--- config.mk ---
export PLATFORM = sky130hd
export DESIGN_NAME = keystroke_line_editor_top
export DESIGN_NICKNAME = d
export VERILOG_FILES = /design/src/rtl/core/kle_pkg.sv /design/src/rtl/core/keystroke_line_editor_top.sv /design/src/rtl/core/kle_cell.sv /design/src/rtl/core/kle_cmd.sv
export SDC_FILE = /design/constraint.sdc
export NUM_CORES = 2
export LEC_CHECK = 0
export BUFFER_PORTS_ARGS = -buffer_cell sky130_fd_sc_hd__buf_2
export CAP_MARGIN = 20
export CORE_UTILIZATION = 34
export DETAILED_ROUTE_END_ITERATION = 10
export RECOVER_POWER = 50
export SLEW_MARGIN = 20
export SYNTH_ARGS = -nofsm -noshare
export SYNTH_HDL_FRONTEND = slang
export SYNTH_SLANG_ARGS = --single-unit
--- constraint.sdc ---
create_clock -name clk_i -period 4 [get_ports clk_i]
set_input_delay 1.2 -clock clk_i [delete_from_list [all_inputs] [get_ports clk_i]]
set_output_delay 1.2 -clock clk_i [all_outputs]
set_load 0.1 [all_outputs]
--- src/rtl/core/kle_pkg.sv ---
// Package of the keystroke line editor: sizes, key codes, command words,
// cell and command-event types and the command word matcher.
// Used by kle_cell, kle_cmd and keystroke_line_editor_top.
`timescale 1ns / 1ps

package kle_pkg;

  localparam int LINE_DEPTH    = 64;
  localparam int LEN_W         = $clog2(LINE_DEPTH + 1);
  localparam int CMD_CHARS     = 6;
  localparam int CMD_CNT_W     = 3;
  localparam int CMD_IDX_W     = $clog2(CMD_CHARS);

  localparam logic [CMD_CNT_W-1:0] CMD_OVERLONG = 3'd7;
  localparam logic [7:0]           KEY_OPEN     = 8'h3C;
  localparam logic [7:0]           KEY_CLOSE    = 8'h3E;

  typedef logic [CMD_CHARS-1:0][7:0] cmd_text_t;

  // Command words, with the first character in element zero.
  localparam cmd_text_t WORD_LEFT   = cmd_text_t'({16'h0000, "tfel"});
  localparam cmd_text_t WORD_RIGHT  = cmd_text_t'({8'h00, "thgir"});
  localparam cmd_text_t WORD_BSPACE = cmd_text_t'("ecapsb");
  localparam cmd_text_t WORD_DELETE = cmd_text_t'("eteled");

  localparam logic [CMD_CNT_W-1:0] LEN_LEFT   = 3'd4;
  localparam logic [CMD_CNT_W-1:0] LEN_RIGHT  = 3'd5;
  localparam logic [CMD_CNT_W-1:0] LEN_BSPACE = 3'd6;
  localparam logic [CMD_CNT_W-1:0] LEN_DELETE = 3'd6;

  typedef enum logic [1:0] {
    CELL_HOLD,
    CELL_INS,
    CELL_DEL
  } cell_op_e;

  typedef struct packed {
    cell_op_e        op;
    logic [LEN_W-1:0] pos;
    logic [7:0]      key;
  } cell_ctl_t;

  typedef struct packed {
    logic ins;
    logic left;
    logic right;
    logic bspace;
    logic del;
  } cmd_ev_t;

  function automatic logic cmd_match(cmd_text_t text, logic [CMD_CNT_W-1:0] cnt,
                                     cmd_text_t word, logic [CMD_CNT_W-1:0] len);
    logic hit;
    hit = (cnt == len);
    for (int i = 0; i < CMD_CHARS; i++) begin
      if ((CMD_CNT_W'(i) < len) && (text[i] != word[i])) begin
        hit = 1'b0;
      end
    end
    return hit;
  endfunction

endpackage

--- src/rtl/core/keystroke_line_editor_top.sv ---
// Top level of the keystroke line editor: a row of byte cells, the command
// capture unit and the edit/readout controller. Depends on kle_pkg, kle_cell, kle_cmd.
//
//   channel   dir  tdata          tlast       tuser
//   s_axis    in   key_byte[7:0]  end_of_line -
//   m_axis    out  text_byte[7:0] last_byte   [0] line_empty, [1] overflowed
//
// Each keystroke beat is decoded as it is taken; the cell row shifts in that same cycle.
// A beat with tlast passes through a flush state that closes a pending command, then the
// line is read out from cell zero, one beat per byte (one beat for an empty line).
// The input is stalled during that readout; a stalled output beat holds.
// Reset clears the length, cursor, command and drop state; cell bytes are not reset.
`timescale 1ns / 1ps

module keystroke_line_editor_top
  import kle_pkg::*;
(
  input  logic       clk_i,
  input  logic       rst_ni,
  input  logic       s_axis_tvalid_i,
  output logic       s_axis_tready_o,
  input  logic [7:0] s_axis_tdata_i,   // [7:0] key_byte
  input  logic       s_axis_tlast_i,
  output logic       m_axis_tvalid_o,
  input  logic       m_axis_tready_i,
  output logic [7:0] m_axis_tdata_o,   // [7:0] text_byte
  output logic       m_axis_tlast_o,
  output logic [1:0] m_axis_tuser_o    // [0] line_empty, [1] overflowed
);

  typedef enum logic [1:0] {
    ST_EDIT,
    ST_FLUSH,
    ST_READ
  } state_e;

  state_e           state_q, state_d;
  logic [LEN_W-1:0] len_q, len_d;
  logic [LEN_W-1:0] cur_q, cur_d;
  logic             drop_q, drop_d;
  logic             s_fire, m_fire;
  cmd_ev_t          ev;
  cell_ctl_t        ctl;
  logic [7:0]       cell_data [LINE_DEPTH];

  assign s_axis_tready_o = (state_q == ST_EDIT);
  assign s_fire          = s_axis_tvalid_i && s_axis_tready_o;
  assign m_axis_tvalid_o = (state_q == ST_READ);
  assign m_fire          = m_axis_tvalid_o && m_axis_tready_i;

  kle_cmd u_cmd (
    .clk_i       (clk_i),
    .rst_ni      (rst_ni),
    .key_valid_i (s_fire),
    .key_i       (s_axis_tdata_i),
    .flush_i     (state_q == ST_FLUSH),
    .ev_o        (ev)
  );

  for (genvar g = 0; g < LINE_DEPTH; g++) begin : g_cell
    logic [7:0] left_b, right_b;
    if (g == 0) begin : g_first
      assign left_b = '0;
    end else begin : g_inner_l
      assign left_b = cell_data[g-1];
    end
    if (g == LINE_DEPTH - 1) begin : g_last
      assign right_b = '0;
    end else begin : g_inner_r
      assign right_b = cell_data[g+1];
    end
    kle_cell u_cell (
      .clk_i   (clk_i),
      .idx_i   (LEN_W'(g)),
      .ctl_i   (ctl),
      .left_i  (left_b),
      .right_i (right_b),
      .data_o  (cell_data[g])
    );
  end

  always_comb begin
    state_d = state_q;
    len_d   = len_q;
    cur_d   = cur_q;
    drop_d  = drop_q;
    ctl.op  = CELL_HOLD;
    ctl.pos = cur_q;
    ctl.key = s_axis_tdata_i;
    if (ev.ins) begin
      if (len_q == LEN_W'(LINE_DEPTH)) begin
        drop_d = 1'b1;
      end else begin
        ctl.op = CELL_INS;
        len_d  = len_q + 1'b1;
        cur_d  = cur_q + 1'b1;
      end
    end
    if (ev.left && (cur_q != '0)) begin
      cur_d = cur_q - 1'b1;
    end
    if (ev.right && (cur_q < len_q)) begin
      cur_d = cur_q + 1'b1;
    end
    if (ev.bspace && (cur_q != '0)) begin
      cur_d   = cur_q - 1'b1;
      ctl.op  = CELL_DEL;
      ctl.pos = cur_q - 1'b1;
      len_d   = len_q - 1'b1;
    end
    if (ev.del && (cur_q < len_q)) begin
      ctl.op = CELL_DEL;
      len_d  = len_q - 1'b1;
    end
    unique case (state_q)
      ST_EDIT: begin
        if (s_fire && s_axis_tlast_i) begin
          state_d = ST_FLUSH;
        end
      end
      ST_FLUSH: state_d = ST_READ;
      ST_READ: begin
        if (m_fire) begin
          ctl.op  = CELL_DEL;
          ctl.pos = '0;
          if (len_q <= LEN_W'(1)) begin
            len_d   = '0;
            cur_d   = '0;
            drop_d  = 1'b0;
            state_d = ST_EDIT;
          end else begin
            len_d = len_q - 1'b1;
          end
        end
      end
      default: state_d = ST_EDIT;
    endcase
  end

  always_ff @(posedge clk_i or negedge rst_ni) begin
    if (!rst_ni) begin
      state_q <= ST_EDIT;
      len_q   <= '0;
      cur_q   <= '0;
      drop_q  <= 1'b0;
    end else begin
      state_q <= state_d;
      len_q   <= len_d;
      cur_q   <= cur_d;
      drop_q  <= drop_d;
    end
  end

  assign m_axis_tdata_o    = (len_q == '0) ? 8'h00 : cell_data[0];
  assign m_axis_tlast_o    = (len_q <= LEN_W'(1));
  assign m_axis_tuser_o[0] = (len_q == '0);
  assign m_axis_tuser_o[1] = drop_q;

`ifndef SYNTHESIS
  a_cursor_in_line: assert property (@(posedge clk_i) disable iff (!rst_ni)
    (state_q == ST_READ) || (cur_q <= len_q)) else $error("cursor beyond line length");

  a_len_bounded: assert property (@(posedge clk_i) disable iff (!rst_ni)
    len_q <= LEN_W'(LINE_DEPTH)) else $error("line length beyond depth");

  a_sides_exclusive: assert property (@(posedge clk_i) disable iff (!rst_ni)
    !(s_axis_tready_o && m_axis_tvalid_o)) else $error("input taken during readout");

  a_cleared_after_last: assert property (@(posedge clk_i) disable iff (!rst_ni)
    (m_fire && m_axis_tlast_o) |=> (len_q == '0 && !drop_q && s_axis_tready_o))
    else $error("line not cleared after last beat");
`endif

endmodule

--- src/rtl/core/kle_cell.sv ---
// One byte cell of the line: holds, takes its left neighbor on insert (the key at the insert
// position), or its right neighbor on removal and readout shift. Depends on kle_pkg.
`timescale 1ns / 1ps

module kle_cell
  import kle_pkg::*;
(
  input  logic             clk_i,
  input  logic [LEN_W-1:0] idx_i,
  input  cell_ctl_t        ctl_i,
  input  logic [7:0]       left_i,
  input  logic [7:0]       right_i,
  output logic [7:0]       data_o
);

  logic [7:0] data_q;
  logic [7:0] data_d;

  always_comb begin
    data_d = data_q;
    unique case (ctl_i.op)
      CELL_INS: begin
        if (idx_i > ctl_i.pos) begin
          data_d = left_i;
        end else if (idx_i == ctl_i.pos) begin
          data_d = ctl_i.key;
        end
      end
      CELL_DEL: begin
        if (idx_i >= ctl_i.pos) begin
          data_d = right_i;
        end
      end
      default: data_d = data_q;
    endcase
  end

  always_ff @(posedge clk_i) begin
    data_q <= data_d;
  end

  assign data_o = data_q;

endmodule

--- src/rtl/core/kle_cmd.sv ---
// Command capture: tracks bracketed command text and decodes keystroke beats,
// or a flush, into insert or cursor/edit events. Depends on kle_pkg.
`timescale 1ns / 1ps

module kle_cmd
  import kle_pkg::*;
(
  input  logic       clk_i,
  input  logic       rst_ni,
  input  logic       key_valid_i,
  input  logic [7:0] key_i,
  input  logic       flush_i,
  output cmd_ev_t    ev_o
);

  logic                 inside_q, inside_d;
  logic [CMD_CNT_W-1:0] cnt_q, cnt_d;
  cmd_text_t            text_q;
  logic                 wr_en;
  logic                 run;

  always_comb begin
    inside_d = inside_q;
    cnt_d    = cnt_q;
    wr_en    = 1'b0;
    run      = 1'b0;
    ev_o     = '0;
    if (key_valid_i) begin
      if (inside_q) begin
        if (key_i == KEY_CLOSE) begin
          run = 1'b1;
        end else if (cnt_q < CMD_CNT_W'(CMD_CHARS)) begin
          wr_en = 1'b1;
          cnt_d = cnt_q + 1'b1;
        end else begin
          cnt_d = CMD_OVERLONG;
        end
      end else if (key_i == KEY_OPEN) begin
        inside_d = 1'b1;
        cnt_d    = '0;
      end else begin
        ev_o.ins = 1'b1;
      end
    end else if (flush_i && inside_q) begin
      run = 1'b1;
    end
    if (run) begin
      ev_o.left   = cmd_match(text_q, cnt_q, WORD_LEFT, LEN_LEFT);
      ev_o.right  = cmd_match(text_q, cnt_q, WORD_RIGHT, LEN_RIGHT);
      ev_o.bspace = cmd_match(text_q, cnt_q, WORD_BSPACE, LEN_BSPACE);
      ev_o.del    = cmd_match(text_q, cnt_q, WORD_DELETE, LEN_DELETE);
      inside_d    = 1'b0;
      cnt_d       = '0;
    end
  end

  always_ff @(posedge clk_i or negedge rst_ni) begin
    if (!rst_ni) begin
      inside_q <= 1'b0;
      cnt_q    <= '0;
    end else begin
      inside_q <= inside_d;
      cnt_q    <= cnt_d;
    end
  end

  always_ff @(posedge clk_i) begin
    if (wr_en) begin
      text_q[cnt_q[CMD_IDX_W-1:0]] <= key_i;
    end
  end

endmodule
==> impl_metrics.csv <==
group,metric,value,unit
power,swShare,38.46,%
power,combPwrFrac,48.0,%
status,status,"complete, but fails checks",
routing,finalWirelength,108800,um
timing,tightest_slew,1.919,ns
layout,layout.nets,3452,
hold_path,min_path_type,"flop to flop",
status,violations,"max-capacitance violations, max-slew violations, negative setup slack",
synth,yosysTopAreaCell,"edfxtp_1",
floorplanning,die_x,310.5,um
placed_design,portBuffers,25,
timing,fmax,245.5,MHz
routing,routedWlPerCell,22.99,um
power,total_leakage_power,15.30,nW
placed_design,dpl.cell_count,4565,
synth,ys.flop_type,"edfxtp_1",
floorplanning,num_io_pins,26,
global_route,grt_usage,21.76,%
global_route,grt_max_degree,75,
critical_path,worstPathRequired,4.27,ns
power,p_sw,0.01491,W
critical_path,slowest_stage,"a41o_1",
routing,drcViolationCount,0,
synth,syn_nets,3111,
routing,vias,26970,
power,p_seq_share,35.1,%
placed_design,dp_hpwl,76660,um
global_route,grt_pass1_wl,163000,um
synth,synth-edff-count,560,
placed_design,place_congestion,0.9278,
synth,synthTopCellsByArea,"edfxtp_1, mux2i_1, nand2_1, o21ai_0, a221o_1",
floorplanning,initial_core_util,34.52,%
layout,multi_input_area,15030,um^2
power,power_density,921.8,nW/um^2
synth,syn-mean-instance-area,10.51,um^2
layout,fin_cells,4731,
critical_path,worstPathMaxFanout,8,
layout,fill_cells,8708,
layout,drive_above_1_share,25.88,%
timing,max_slew_margin,-27.92,%
timing,drv_slew,102,
synth,ys_ff_latch,581,
clock_network,htreeDepth,3,
critical_path,worstSetupStartpointType,"input port",
floorplanning,die_h,310.5,um
layout,syn_to_final_growth,29.95,%
timing,hold_viol_final,0,
floorplanning,dieArea,96430,um^2
clock_network,clock-root-buffer,"clkbuf_16",
power,total_power,0.03877,W
clock_network,cts_hold_buffers,0,
layout,antenna_cells,0,
clock_network,cts_buffer_depth,3,
layout,seqCellArea,17340,um^2
critical_path,cp_cell_sequence,"clkbuf_1 > nor4b_4 > a41o_1 > buf_4 > and3_1 > buf_4 > a32oi_1 > and2_4 > inv_2 > ha_4 > nor2_4 > buf_12 > buf_12 > nor2_4 > buf_12 > nor2_2",
critical_path,cpMostUsedCell,"buf_12",
clock_network,cts_buffers,69,
clock_network,path_clk_slew,0.06,ns
critical_path,slowest_delay,0.35,ns
critical_path,worstSetupPathType,"input port to flop",
synth,async_flop_share,3.614,%
critical_path,cp_data_arrival_time,4.34,ns
synth,yosys.area.top_type_share,51.96,%
floorplanning,design.core.area,93750,um^2
synth,synth_cell_types,104,
routing,antenna_left,0,
timing,timing.final.crit_share,101.8,%
synth,synth.yosys.seq_area_share,53.58,%
flow_run,max_cap_violations,3,
power,clockPowerShare,16.9,%
critical_path,end_kind,"flop",
synth,synthCells,3080,
global_route,overflow,0,
timing,skew,0.01930,ns
routing,drt_iter0_drc,2731,
clock_network,cts.sinks,581,
synth,ys_warn_count,0,
timing,fin_ws,-0.07373,ns
power,vdd_drop_max,0.4010,mV
routing,vias_per_cell,5.700,
routing,dr.pass1.iters,6,
clock_network,cts_tree,"built",
global_route,antenna_found_initial,2,
timing,grt_setup_unrepaired,"true",
timing,finalSetupViolCount,71,
power,power.internal,0.02386,W
synth,mappedNetlistArea,32370,um^2
timing,fin_crit,4.074,ns
timing,hold_slack,0.5111,ns
global_route,grt_pass1_vias,26180,
floorplanning,rows,112,
clock_network,clock_latency,0.62,ns
[layout by cell type, fill, tap and decap left out, drive strengths merged, types with 12 or more instances in the layout]
cell    netlist  final
a21oi       207    207
a221o       104    104
a22oi        26     26
a31oi        60     60
and2         23     23
and3         17     17
buf          59    502
clkbuf      220    135
clkinv        0     24
dfrtp        21     21
edfxtp      560    560
ha           18     18
inv          58     62
mux2         17     17
mux2i       197    197
nand2       443    443
nand2b       13     13
nand3        54     54
nand3b       27     27
nand4b       25     25
nor2        144    144
nor2b        41     41
nor3         48     48
nor3b        78     78
nor4b        33     33
o211ai       31     31
o21ai       339    339
o311ai       28     28
or2          13     13
xnor2        12     12
[cells in the mapped netlist, types with 8 or more instances]
master     count
o21ai_0      294
o211ai_1      29
nand4_1       11
and2_1        21
nor2b_1       41
buf_2         38
nor2_1       141
a2bb2oi_1      9
o21ai_1       42
or3_1          9
a22oi_1       25
nand3_1       54
a31oi_1       57
or4_1          9
mux2_2        17
buf_1         10
dfrtp_1       21
and3_1        17
a221o_1      104
a41o_1        11
nand2b_1      13
nor4b_1       32
nand3b_1      27
nor4_1         8
nand4b_1      25
or2_2          8
inv_1         57
nor3b_1       78
o311ai_1       8
mux2i_1      197
o311ai_0      17
ha_1          18
clkbuf_1     220
nor3_1        46
edfxtp_1     560
xnor2_1       12
nand2_1      441
a21oi_1      200
[final cells by class]
cell class              instances  share of cell area [%]
clock buffers                  89                   4.608
multi-input cells            2163                   35.73
repair buffers                548                   13.21
well taps                    1254                   3.730
clock inverters                38                  0.9698
flip-flops and latches        581                   41.23
inverters                      58                  0.5176
[stage by stage]
stage / cell area, um^2 / TNS [ns] / util (%) / worst slack, ns
floorplan: 33270 / -12.07 / - / -0.1089
global placement: 38600 / -410.30 / 41.18 / -0.7662
detailed placement: 38600 / -417.43 / 41.18 / -0.7124
CTS: 41210 / 0 / 43.96 / 0.00005818
global route: 42060 / -9.153 / 44.86 / -0.1260
finish: 42060 / -2.370 / 44.86 / -0.07373
[registers in the layout, indices dropped and copies added, names as in the netlist]
register	cells
g_cell.u_cell.data_o	512
drop_q	1
u_cmd.inside_q	1
u_cmd.text_q	48
u_cmd.cnt_q	3
state_q	2
len_q	7
cur_q	7
[worst paths after layout]
| kind | cells after the start | to | from | slack (ns) |
|---|---|---|---|---|
| min reg2reg | 2 | drop_q | drop_q | 0.51 |
| min in group asynchronous | 1 | u_cmd.cnt_q[2] | rst_ni | 0.85 |
| max in group asynchronous | 1 | u_cmd.cnt_q[0] | rst_ni | 2.29 |
| max | 16 | g_cell[31].u_cell.data_o[6] | s_axis_tdata_i[7] | -0.07 |
| max reg2reg | 11 | g_cell[34].u_cell.data_o[4] | u_cmd.text_q[41] | -0.07 |
| min | 2 | drop_q | drop_q | 0.51 |
[metal layers]
layer / GRT usage (%) / vias up / part of all wire (%)
met1: 31.23 / 13430 / 46
li1: - / 12370 / -
met5: 0 / - / 0
met4: 6.492 / 0 / 2.8
met2: 33.72 / 995 / 45
met3: 3.291 / 172 / 6.6
[repair_timing]
item,in CTS,in global routing
endpoints found under the setup margin,884,762
pin swaps,5,34
resized for setup,41,163
cloned,0,8
buffers inserted,7,25
[critical path: cells and delay by family]
family                     cells  cell delay [ns]
and+or+nand+nor                6             1.05
buffers and inverters          7             1.15
AOI/OAI and AO/OA              2             0.68
adders and majority gates      1             0.22
[power groups by stage]
stage,sequential (W),clock [W],combinational (W)
after floorplan,0.0127,0,0.0107
after CTS,0.0136,0.00665,0.0177
after detailed placement,0.0136,0,0.0175
after global routing,0.0139,0.00688,0.0200
after global placement,0.0136,0,0.0172
final,0.0136,0.00656,0.0186
[cells by family (layout without fill, tap and decap cells)]
kind of cell    after synthesis  count (layout)  synth area share (%)
mux                         214             214                 6.684
flops                       581             581                 53.58
fa+ha+maj                    18              18                0.6959
simple gates               1019            1019                 16.12
xor+xnor                     17              17                0.4600
buf+inv                     337             733                 4.229
compound gates              894             895                 18.24
No activity file was read; power rests on OpenSTA's default activity.
